==> src/hw/rtl/mp2d_pkg.sv <==
// ----------------------------------------------------------------------------
// mp2d_pkg
// Shared types and constants of the streaming 2-D max pooling block.
// ----------------------------------------------------------------------------
`default_nettype none

package mp2d_pkg;

    // Default sizes of the line store.
    localparam int DEF_MAX_WIDTH = 1024;
    localparam int DEF_MAX_POOL  = 4;

    // Upper bounds of the configuration registers.
    localparam int H_LIMIT = 4096;
    localparam int W_LIMIT = 1024;
    localparam int C_LIMIT = 4096;
    localparam int P_LIMIT = 4;
    localparam int S_LIMIT = 4;

    // Field widths.
    localparam int PIX_W      = 8;
    localparam int H_W        = 13;
    localparam int W_W        = 11;
    localparam int C_W        = 13;
    localparam int POOL_W     = 3;
    localparam int COL_W      = 10;
    localparam int ROW_W      = 12;
    localparam int PLANE_W    = 12;
    localparam int PHASE_W    = 2;
    localparam int CFG_IDX_W  = 3;
    localparam int CFG_DATA_W = 13;

    // Configuration register indexes.
    localparam logic [CFG_IDX_W-1:0] REG_IMAGE_HEIGHT  = 3'd0;
    localparam logic [CFG_IDX_W-1:0] REG_IMAGE_WIDTH   = 3'd1;
    localparam logic [CFG_IDX_W-1:0] REG_CHANNEL_COUNT = 3'd2;
    localparam logic [CFG_IDX_W-1:0] REG_POOL_SIZE     = 3'd3;
    localparam logic [CFG_IDX_W-1:0] REG_POOL_STRIDE   = 3'd4;

    // Configuration as used by the datapath, already saturated into range.
    typedef struct packed {
        logic [H_W-1:0]    image_height;
        logic [W_W-1:0]    image_width;
        logic [C_W-1:0]    channel_count;
        logic [POOL_W-1:0] pool_size;
        logic [POOL_W-1:0] pool_stride;
    } cfg_t;

    // What the position tracker knows about the current pixel.
    typedef struct packed {
        logic             emit;
        logic             last;
        logic [COL_W-1:0] col;
    } pos_info_t;

    typedef enum logic [1:0] {
        W_IDLE,
        W_READ,
        W_HOLD
    } win_state_t;

endpackage

`default_nettype wire

==> src/hw/rtl/mp2d_pos.sv <==
// ----------------------------------------------------------------------------
// mp2d_pos
// Row, column, plane and stride-phase counters; decides whether the current
// pixel closes a pooling window and whether that window ends the tensor.
// ----------------------------------------------------------------------------
`default_nettype none

module mp2d_pos #(
    parameter int MAX_POOL = mp2d_pkg::DEF_MAX_POOL
) (
    input  wire logic                        clk,
    input  wire logic                        rst_n,
    input  wire mp2d_pkg::cfg_t              cfg,
    input  wire logic                        step,
    output mp2d_pkg::pos_info_t              info,
    output logic [$clog2(MAX_POOL)-1:0]      slot
);

    localparam int SW = $clog2(MAX_POOL);
    localparam int RW = mp2d_pkg::ROW_W;
    localparam int CW = mp2d_pkg::COL_W;
    localparam int NW = mp2d_pkg::PLANE_W;
    localparam int HW = mp2d_pkg::H_W;
    localparam int WW = mp2d_pkg::W_W;
    localparam int KW = mp2d_pkg::C_W;
    localparam int FW = mp2d_pkg::PHASE_W;

    logic [RW-1:0] row_reg,       row_next;
    logic [CW-1:0] col_reg,       col_next;
    logic [NW-1:0] plane_reg,     plane_next;
    logic [FW-1:0] row_phase_reg, row_phase_next;
    logic [FW-1:0] col_phase_reg, col_phase_next;
    logic [SW-1:0] slot_reg,      slot_next;

    logic [RW:0]   row_inc;
    logic [CW:0]   col_inc;
    logic [NW:0]   plane_inc;
    logic [FW:0]   row_phase_inc;
    logic [FW:0]   col_phase_inc;
    logic          in_grid_row;
    logic          in_grid_col;
    logic          fits;
    logic          row_end;
    logic          col_end;

    assign row_inc       = {1'b0, row_reg} + (RW + 1)'(1);
    assign col_inc       = {1'b0, col_reg} + (CW + 1)'(1);
    assign plane_inc     = {1'b0, plane_reg} + (NW + 1)'(1);
    assign row_phase_inc = {1'b0, row_phase_reg} + (FW + 1)'(1);
    assign col_phase_inc = {1'b0, col_phase_reg} + (FW + 1)'(1);

    assign in_grid_row = row_inc >= (RW + 1)'(cfg.pool_size);
    assign in_grid_col = col_inc >= (CW + 1)'(cfg.pool_size);
    assign fits        = (HW'(cfg.pool_size) <= cfg.image_height)
                      && (WW'(cfg.pool_size) <= cfg.image_width);
    assign col_end     = WW'(col_inc) >= cfg.image_width;
    assign row_end     = HW'(row_inc) >= cfg.image_height;

    always_comb
    begin
        info.col  = col_reg;
        info.emit = in_grid_col && in_grid_row && fits
                 && (row_phase_reg == '0) && (col_phase_reg == '0);
        info.last = (KW'(plane_inc) >= cfg.channel_count)
                 && ((14'(row_reg) + 14'(cfg.pool_stride)) >= 14'(cfg.image_height))
                 && ((12'(col_reg) + 12'(cfg.pool_stride)) >= 12'(cfg.image_width));
    end

    assign slot = slot_reg;

    always_comb
    begin
        row_next       = row_reg;
        col_next       = col_reg;
        plane_next     = plane_reg;
        row_phase_next = row_phase_reg;
        col_phase_next = col_phase_reg;
        slot_next      = slot_reg;
        if (step)
        begin
            if (in_grid_col)
            begin
                col_phase_next = (3'(col_phase_inc) >= cfg.pool_stride)
                               ? '0 : FW'(col_phase_inc);
            end
            if (col_end)
            begin
                col_next       = '0;
                col_phase_next = '0;
                if (in_grid_row)
                begin
                    row_phase_next = (3'(row_phase_inc) >= cfg.pool_stride)
                                   ? '0 : FW'(row_phase_inc);
                end
                if (row_end)
                begin
                    row_next       = '0;
                    row_phase_next = '0;
                    slot_next      = '0;
                    plane_next     = (KW'(plane_inc) >= cfg.channel_count)
                                   ? '0 : NW'(plane_inc);
                end
                else
                begin
                    row_next  = RW'(row_inc);
                    // The slot follows the row number modulo the bank count.
                    slot_next = (slot_reg == SW'(MAX_POOL - 1)) ? '0 : slot_reg + SW'(1);
                end
            end
            else
            begin
                col_next = CW'(col_inc);
            end
        end
    end

    always_ff @(posedge clk or negedge rst_n)
    begin
        if (!rst_n)
        begin
            row_reg       <= '0;
            col_reg       <= '0;
            plane_reg     <= '0;
            row_phase_reg <= '0;
            col_phase_reg <= '0;
            slot_reg      <= '0;
        end
        else
        begin
            row_reg       <= row_next;
            col_reg       <= col_next;
            plane_reg     <= plane_next;
            row_phase_reg <= row_phase_next;
            col_phase_reg <= col_phase_next;
            slot_reg      <= slot_next;
        end
    end

endmodule

`default_nettype wire

==> config.mk <==
export PLATFORM = sky130hd
export DESIGN_NAME = mp2d_pos
export DESIGN_NICKNAME = d
export VERILOG_FILES = /design/src/hw/rtl/mp2d_pkg.sv /design/src/hw/rtl/mp2d_pos.sv
export SDC_FILE = /design/constraint.sdc
export NUM_CORES = 1
export LEC_CHECK = 0
export BUFFER_PORTS_ARGS = -buffer_cell sky130_fd_sc_hd__buf_2
export CAP_MARGIN = 10
export CORE_ASPECT_RATIO = 1.75
export CORE_MARGIN = 2
export CORE_UTILIZATION = 40
export DETAILED_ROUTE_END_ITERATION = 16
export HOLD_SLACK_MARGIN = 0.15
export MAX_ROUTING_LAYER = met4
export PLACE_DENSITY_LB_ADDON = 0.15
export SLEW_MARGIN = 20
export SYNTH_ARGS = -nofsm -noshare
export SYNTH_HDL_FRONTEND = slang
export SYNTH_SLANG_ARGS = --single-unit
==> constraint.sdc <==
create_clock -name clk -period 10.6 [get_ports clk]
set_input_delay 1.06 -clock clk [delete_from_list [all_inputs] [get_ports clk]]
set_output_delay 1.06 -clock clk [all_outputs]
set_load 0.02 [all_outputs]
==> impl_metrics.env, run 1 <==
export IMPL_status="complete, no violations"
export IMPL_portBuffers=59
export IMPL_grt_pass1_wl_um=22020
export IMPL_clk_latency_ns=0.29
export IMPL_r2r_end="row_phase_reg[1]$_DFFE_PN0P_"
export IMPL_overflow=0
export IMPL_drcViolationCount=0
export IMPL_fp_dieH_um=150.0
export IMPL_area_growth_pct=10.93
export IMPL_dpl_hpwl_um=11020
export IMPL_post_route_cell_area_um2=5408
export IMPL_worstRegToRegCells=11
export IMPL_ys_types=60
export IMPL_crit_buf_inv=3
export IMPL_powerDensity_nw_per_um2=155.5
export IMPL_avgRoutedWirePerCell_um=17.60
export IMPL_fin_ws_ns=5.739
export IMPL_drive_gt1_share_pct=12.82
export IMPL_cts_max_path_buffers=2
export IMPL_internal_power_w=0.0004790
export IMPL_min_period_ns=4.861
export IMPL_crit_type="input port to output port"
export IMPL_syn_inst=588
export IMPL_hp_start="slot[0]$_DFFE_PN0P_"
export IMPL_setup_viol=0
export IMPL_cp_cell_sequence="buf_2 -> ha_1 -> inv_1 -> fa_1 -> nor2b_1 -> o21ai_0 -> xnor2_1 -> ha_1 -> a21o_1 -> a211oi_1 -> o21ai_0 -> a221o_1 -> o311a_1 -> buf_2"
export IMPL_fin_setup_tns_ns=0
export IMPL_clock_sinks=40
export IMPL_clk_pin_slew_worst_paths_ns=0.06
export IMPL_syn_nets=729
export IMPL_dieArea_um2=13120
export IMPL_max_freq_mhz=205.7
export IMPL_finalHoldViolations=0
export IMPL_rsz0062_at_grt="no"
export IMPL_cp_top_family="compound AO/OA/AOI/OAI gates"
export IMPL_place_congestion=0.9447
export IMPL_timing_rr_start="row_reg[0]$_DFFE_PN0P_"
export IMPL_seq_area_frac_synth_pct=20.53
export IMPL_synth_edff_count=0
export IMPL_htree_levels=2
export IMPL_drtIter0Drc=244
export IMPL_numCtsBuffers=5
export IMPL_ir_drop_mv=0.1156
export IMPL_dr_pass1_iters=4
export IMPL_io_pins=60
export IMPL_combPwrFrac_pct=51.3
export IMPL_finalWirelength_um=13530
export IMPL_cts_tree="done"
export IMPL_layout_nets=772
export IMPL_seqPwrFrac_pct=27.7
export IMPL_grt_usage_pct=22.09
export IMPL_cp_required_ns=9.54
export IMPL_die_w_um=87.45
export IMPL_grt_pass1_vias=4458
export IMPL_maxCapViolations=0
export IMPL_switchingPower_w=0.0003618
export IMPL_end_kind="output port"
export IMPL_coreArea_um2=11940
export IMPL_grt_max_degree=41
export IMPL_slew_viol_final=0
export IMPL_crit_arrival_ns=3.80
export IMPL_fin_skew_ns=0.01041
export IMPL_postCtsHoldBufs=0
export IMPL_async_reset_ff_share_pct=100.0
export IMPL_tightestPinTransition_ns=1.098
export IMPL_p_sw_share_pct=43.03
export IMPL_p_clk_share_pct=21.0
export IMPL_syn_area_um2=4875
export IMPL_cp_slowest_stage_delay_ns=0.39
export IMPL_initial_core_util_pct=40.84
export IMPL_synth_area_per_cell_um2=8.290
export IMPL_yosys_warnings=0
export IMPL_dp_slack_ns=5.785
export IMPL_avgViaCountPerCell=5.770
export IMPL_cts_resized=0
export IMPL_startpoint_type="input port"
export IMPL_num_vias=4437
export IMPL_synth_ff_type="dfrtp_1"
export IMPL_placed_area_um2=5224
export IMPL_fillers=1236
export IMPL_cp_slowest_cell="fa_1"
export IMPL_whs_endpoint="slot[0]$_DFFE_PN0P_"
export IMPL_crit_start="cfg[0]"
export IMPL_slew_headroom_pct=26.48
export IMPL_n_antenna_cell=0
export IMPL_period_share_pct=45.86
export IMPL_num_rows=53
export IMPL_min_path_cells=1
export IMPL_cp_max_fo=4
export IMPL_reg2reg_slack_ns=6.14
export IMPL_postRouteAntennaNets=0
export IMPL_root_buffer="clkbuf_16"
export IMPL_p_leak_nw=2.842
export IMPL_fin_util_pct=45.30
export IMPL_cts_setup_buffers=0
export IMPL_ys_seq_elements=40
export IMPL_antenna_found_initial=0
export IMPL_final_cell_mix="ha_1 (93), inv_1 (67), buf_2 (59)"
export IMPL_layout_commonest_cell="ha_1"
export IMPL_holdCritPathClass="flop to flop"
==> synth_stat cells, types with 3 or more instances <==
library cell	count	share of area (%)
ha_1	93	24
inv_1	67	5.2
o21ai_0	41	4.2
dfrtp_1	40	21
nor2_1	35	2.7
nand2_1	33	2.5
nand3_1	28	2.9
xnor2_1	24	4.3
a21oi_1	18	1.8
xor2_1	18	3.2
nand4_1	15	1.9
a21o_1	13	2.0
clkbuf_1	13	1.0
a22o_1	12	2.2
nand2b_1	12	1.5
nor3_1	11	1.1
and3_1	10	1.3
buf_2	7	0.72
nor2b_1	7	0.90
a31oi_1	6	0.77
o2111ai_1	6	1.1
o221ai_1	6	1.1
nor4_1	5	0.64
o21a_1	5	0.77
o21bai_1	5	0.77
or2_2	5	0.64
or3_1	4	0.51
a32o_1	3	0.62
mux2i_1	3	0.62
==> cell type report <==
cell class	instances	area [µm²]	share of cell area [%]
Sequential cell	40	1001	18.51
Inverter	67	251.5	4.651
Tap cell	137	171.4	3.170
Clock inverter	2	35.03	0.6478
Multi-Input combinational cell	456	3497	64.67
Clock buffer	6	128.9	2.383
Timing Repair Buffer	61	322.8	5.969
==> logic make-up after synthesis <==
logic type	count (synthesis)	share of synthesized area, %
muxes	3	0.6160
adders and majority gates	95	24.69
AOI/OAI and AO/OA	141	20.23
and+or+nand+nor	175	18.66
DFF	40	20.53
xor gates and xnor gates	42	7.546
buffers and inverters	92	7.726
==> worst max-delay path by stage <==
stage / depth (start not counted) / endpoint / slack [ns]
floorplan: 14 / info[10] / 6.26
global placement: 14 / info[10] / 5.81
detailed placement: 14 / info[10] / 5.78
CTS: 14 / info[10] / 5.76
global route: 14 / info[10] / 5.57
finish: 14 / info[10] / 5.74
==> power by group through the flow <==
stage	sequential (W)	clock (W)	combinational (W)
floorplan	0.000225	0	0.000313
global placement	0.000236	0	0.000417
detailed placement	0.000235	0	0.000432
CTS	0.000233	0.000181	0.000435
global route	0.000239	0.000186	0.000489
finish	0.000233	0.000176	0.000432
==> per-layer routing <==
metal | part of all wire [%] | global-route usage (%)
met5 | 0 | -
met4 | 4.1 | 9.000
met1 | 36 | 21.65
met2 | 57 | 42.88
met3 | 2.6 | 1.931
==> per-stage QoR <==
step / total power (W) / instances / hold slack, ns
floorplan: 0.0005378 / 588 / 0.4842
global placement: 0.0006535 / 760 / 0.5013
detailed placement: 0.0006670 / 760 / 0.5031
CTS: 0.0008494 / 768 / 0.5158
global route: 0.0009146 / 769 / 0.5420
finish: 0.0008408 / 769 / 0.5112
Note: power is estimated with default switching activity, not from simulation.
==> run 2: changes to the inputs <==
--- a/config.mk
+++ b/config.mk
@@ -5,6 +5,7 @@
 export SDC_FILE = /design/constraint.sdc
 export NUM_CORES = 1
 export LEC_CHECK = 0
+export ABC_AREA = 1
 export BUFFER_PORTS_ARGS = -buffer_cell sky130_fd_sc_hd__buf_2
 export CAP_MARGIN = 10
 export CORE_ASPECT_RATIO = 1.75
==> constraint.sdc (replaced) <==
create_clock -name clk -period 4 [get_ports clk]
set_input_delay 0.4 -clock clk [delete_from_list [all_inputs] [get_ports clk]]
set_output_delay 0.4 -clock clk [all_outputs]
set_load 0.02 [all_outputs]
==> impl_metrics.env, run 2 <==
export IMPL_status="complete, no violations"
export IMPL_synth_top_area_cell="ha_1"
export IMPL_crit_buf_inv=3
export IMPL_ir_drop_mv=0.3566
export IMPL_syn_inst=727
export IMPL_synth_area_per_cell_um2=6.929
export IMPL_num_rows=54
export IMPL_r2r_end="row_reg[9]$_DFFE_PN0P_"
export IMPL_fin_skew_ns=0.005005
export IMPL_crit_type="flop to output port"
export IMPL_min_period_ns=3.755
export IMPL_crit_arrival_ns=3.36
export IMPL_dr_wl_met2_um=8377
export IMPL_crit_path_end="info[10]"
export IMPL_dieArea_um2=13540
export IMPL_holdCritPathClass="flop to flop"
export IMPL_setup_viol=0
export IMPL_cp_required_ns=3.60
export IMPL_yosys_warnings=0
export IMPL_n_antenna_cell=0
export IMPL_layout_nets=933
export IMPL_synth_ff_type="dfrtp_1"
export IMPL_portBuffers=59
export IMPL_grt_usage_pct=23.11
export IMPL_cp_top_family="simple AND/OR/NAND/NOR gates"
export IMPL_numCtsBuffers=5
export IMPL_clock_sinks=40
export IMPL_finalWirelength_um=14720
export IMPL_fin_ws_ns=0.2447
export IMPL_top_layer="met4"
export IMPL_postRouteAntennaNets=0
export IMPL_cp_num_cells=17
export IMPL_worstRegToRegCells=13
export IMPL_io_pins=60
export IMPL_cp_cell_sequence="ha_1 -> inv_1 -> fa_1 -> o21ai_1 -> inv_1 -> nor2_1 -> nand2_1 -> nor2_1 -> xor2_1 -> ha_1 -> nand2_1 -> nor4_1 -> o21ai_0 -> nand3_1 -> nand2_1 -> nor2_1 -> buf_2"
export IMPL_max_freq_mhz=266.3
export IMPL_cts_setup_buffers=0
export IMPL_overflow=0
export IMPL_avgViaCountPerCell=5.166
export IMPL_htree_levels=2
export IMPL_placed_area_um2=5542
export IMPL_dpl_hpwl_um=12530
export IMPL_clk_latency_ns=0.29
export IMPL_reg2reg_slack_ns=0.70
export IMPL_die_w_um=88.83
export IMPL_whs_ns=0.5116
export IMPL_cp_slowest_cell="dfrtp_2"
export IMPL_drcViolationCount=0
export IMPL_rsz0062_at_grt="no"
export IMPL_clk_pin_slew_worst_paths_ns=0.06
export IMPL_grt_pass1_wl_um=23690
export IMPL_grt_max_degree=41
export IMPL_final_cell_mix="nand2_1 (148), inv_1 (128), ha_1 (93)"
export IMPL_startpoint_type="flop"
export IMPL_cp_slowest_stage_delay_ns=0.45
export IMPL_ys_types=40
export IMPL_slew_headroom_pct=59.44
export IMPL_dr_pass1_iters=7
export IMPL_period_share_pct=93.88
export IMPL_drtIter0Drc=164
export IMPL_synth_common_cells="nand2_1 (148), inv_1 (128), ha_1 (93)"
export IMPL_drive_gt1_share_pct=12.99
export IMPL_finalHoldViolations=0
export IMPL_end_kind="output port"
export IMPL_seq_area_frac_synth_pct=19.87
export IMPL_coreArea_um2=12360
export IMPL_fillers=1307
export IMPL_cts_tree="done"
export IMPL_place_congestion=1.015
export IMPL_wl_met1_um=5251
export IMPL_num_vias=4965
export IMPL_synth_top_cell_area_share_pct=23.10
export IMPL_async_reset_ff_share_pct=100.0
export IMPL_dr_wl_met3_um=348
export IMPL_timing_rr_start="col_reg[0]$_DFFE_PN0P_"
export IMPL_dp_slack_ns=0.4227
export IMPL_tightestPinTransition_ns=0.6084
export IMPL_initial_core_util_pct=40.74
export IMPL_synth_edff_count=0
export IMPL_post_route_cell_area_um2=5748
export IMPL_crit_start="row_reg[0]$_DFFE_PN0P_"
export IMPL_cp_max_fo=7
export IMPL_p_leak_nw=3.200
export IMPL_syn_nets=868
export IMPL_avgRoutedWirePerCell_um=15.32
export IMPL_cts_max_path_buffers=2
export IMPL_fp_dieH_um=152.5
export IMPL_area_growth_pct=14.11
export IMPL_grt_pass1_vias=5011
export IMPL_yosysMostFrequentCell="nand2_1"
export IMPL_ys_top_cells_by_area="ha_1 (23%), dfrtp_1 (20%), nand2_1 (11%)"
export IMPL_fin_util_pct=46.49
export IMPL_fin_setup_tns_ns=0
export IMPL_layout_commonest_cell="nand2_1"
export IMPL_root_buffer="clkbuf_16"
export IMPL_syn_area_um2=5037
export IMPL_antenna_found_initial=0
export IMPL_ys_seq_elements=40
export IMPL_powerDensity_nw_per_um2=511.2
export IMPL_maxCapViolations=0
export IMPL_slew_viol_final=0
-- run 2: changes by cell type after synthesis, sizes merged, moves of 17 or more --
cell	delta
nor2	+31
xnor2	-22
nand3	+28
a21oi	+17
nand2	+125
inv	+62
-- run 2: cell families (layout without fill, tap and decap cells) --
group           after synthesis  after routing  synth area share (%)
buf+inv                     137            203                 10.31
simple gates                336            336                 31.27
fa+ha+maj                    95             95                 23.89
xor+xnor                     27             27                 4.695
mux                           1              1                0.1987
compound gates               91             91                 9.762
flops                        40             40                 19.87
-- run 2: report_power, final --
part / internal, W / leakage, nW / switching (W)
Combinational: 0.000668 / 2.59 / 0.00113
Clock: 0.000293 / 0.0798 / 0.000171
Sequential: 0.000517 / 0.527 / 0.000160
-- run 2: layout make-up --
| class | instances | area [µm²] | share of cell area, % |
|---|---|---|---|
| inverter | 130 | 488.0 | 8.489 |
| clock inverter | 3 | 42.54 | 0.7401 |
| clock buffer | 5 | 125.1 | 2.177 |
| multi-input combinational | 550 | 3517 | 61.19 |
| timing repair buffer | 65 | 362.8 | 6.313 |
| tap | 168 | 210.2 | 3.657 |
| sequential | 40 | 1002 | 17.44 |
-- run 2: worst min path at each step --
| stage | startpoint | to | slack [ns] | depth (start not counted) |
|---|---|---|---|---|
| 6_report | row_phase_reg[1]$_DFFE_PN0P_ | row_phase_reg[1]$_DFFE_PN0P_ | 0.51 | 2 |
| 5_1_grt | row_phase_reg[1]$_DFFE_PN0P_ | row_phase_reg[1]$_DFFE_PN0P_ | 0.53 | 2 |
| 4_1_cts | rst_n | plane_reg[11]$_DFFE_PN0P_ | 0.31 | 1 |
| 3_5_place_dp | row_phase_reg[1]$_DFFE_PN0P_ | row_phase_reg[1]$_DFFE_PN0P_ | 0.50 | 2 |
| 3_3_place_gp | slot[1]$_DFFE_PN0P_ | slot[1]$_DFFE_PN0P_ | 0.49 | 2 |
| 2_1_floorplan | rst_n | col_phase_reg[0]$_DFFE_PN0P_ | 0.10 | 0 |
-- run 2: what timing repair did --
item	4_1_cts	5_1_grt
endpoints found under the hold margin	0	20
resized for setup	0	2
hold buffers	0	1
setup endpoints to repair	0	1
-- run 2: routing by layer --
metal  vias up  track usage, %
met3        31           2.979
met1      2308           21.47
li1       2538               -
met2        88           43.75
met4         0           11.54
met5         -               -
-- run 2: per-stage QoR --
step | cells | power [W]
after floorplan | 727 | 0.001890
after global placement | 951 | 0.002421
after detailed placement | 951 | 0.002462
after CTS | 959 | 0.002942
after global routing | 961 | 0.003226
final | 961 | 0.002939
-- run 2: tightest hold or removal path: stages (launching register included) --
cell     delay (ns)
dfrtp_1        0.37
nand2_1        0.07
nand2_1        0.04
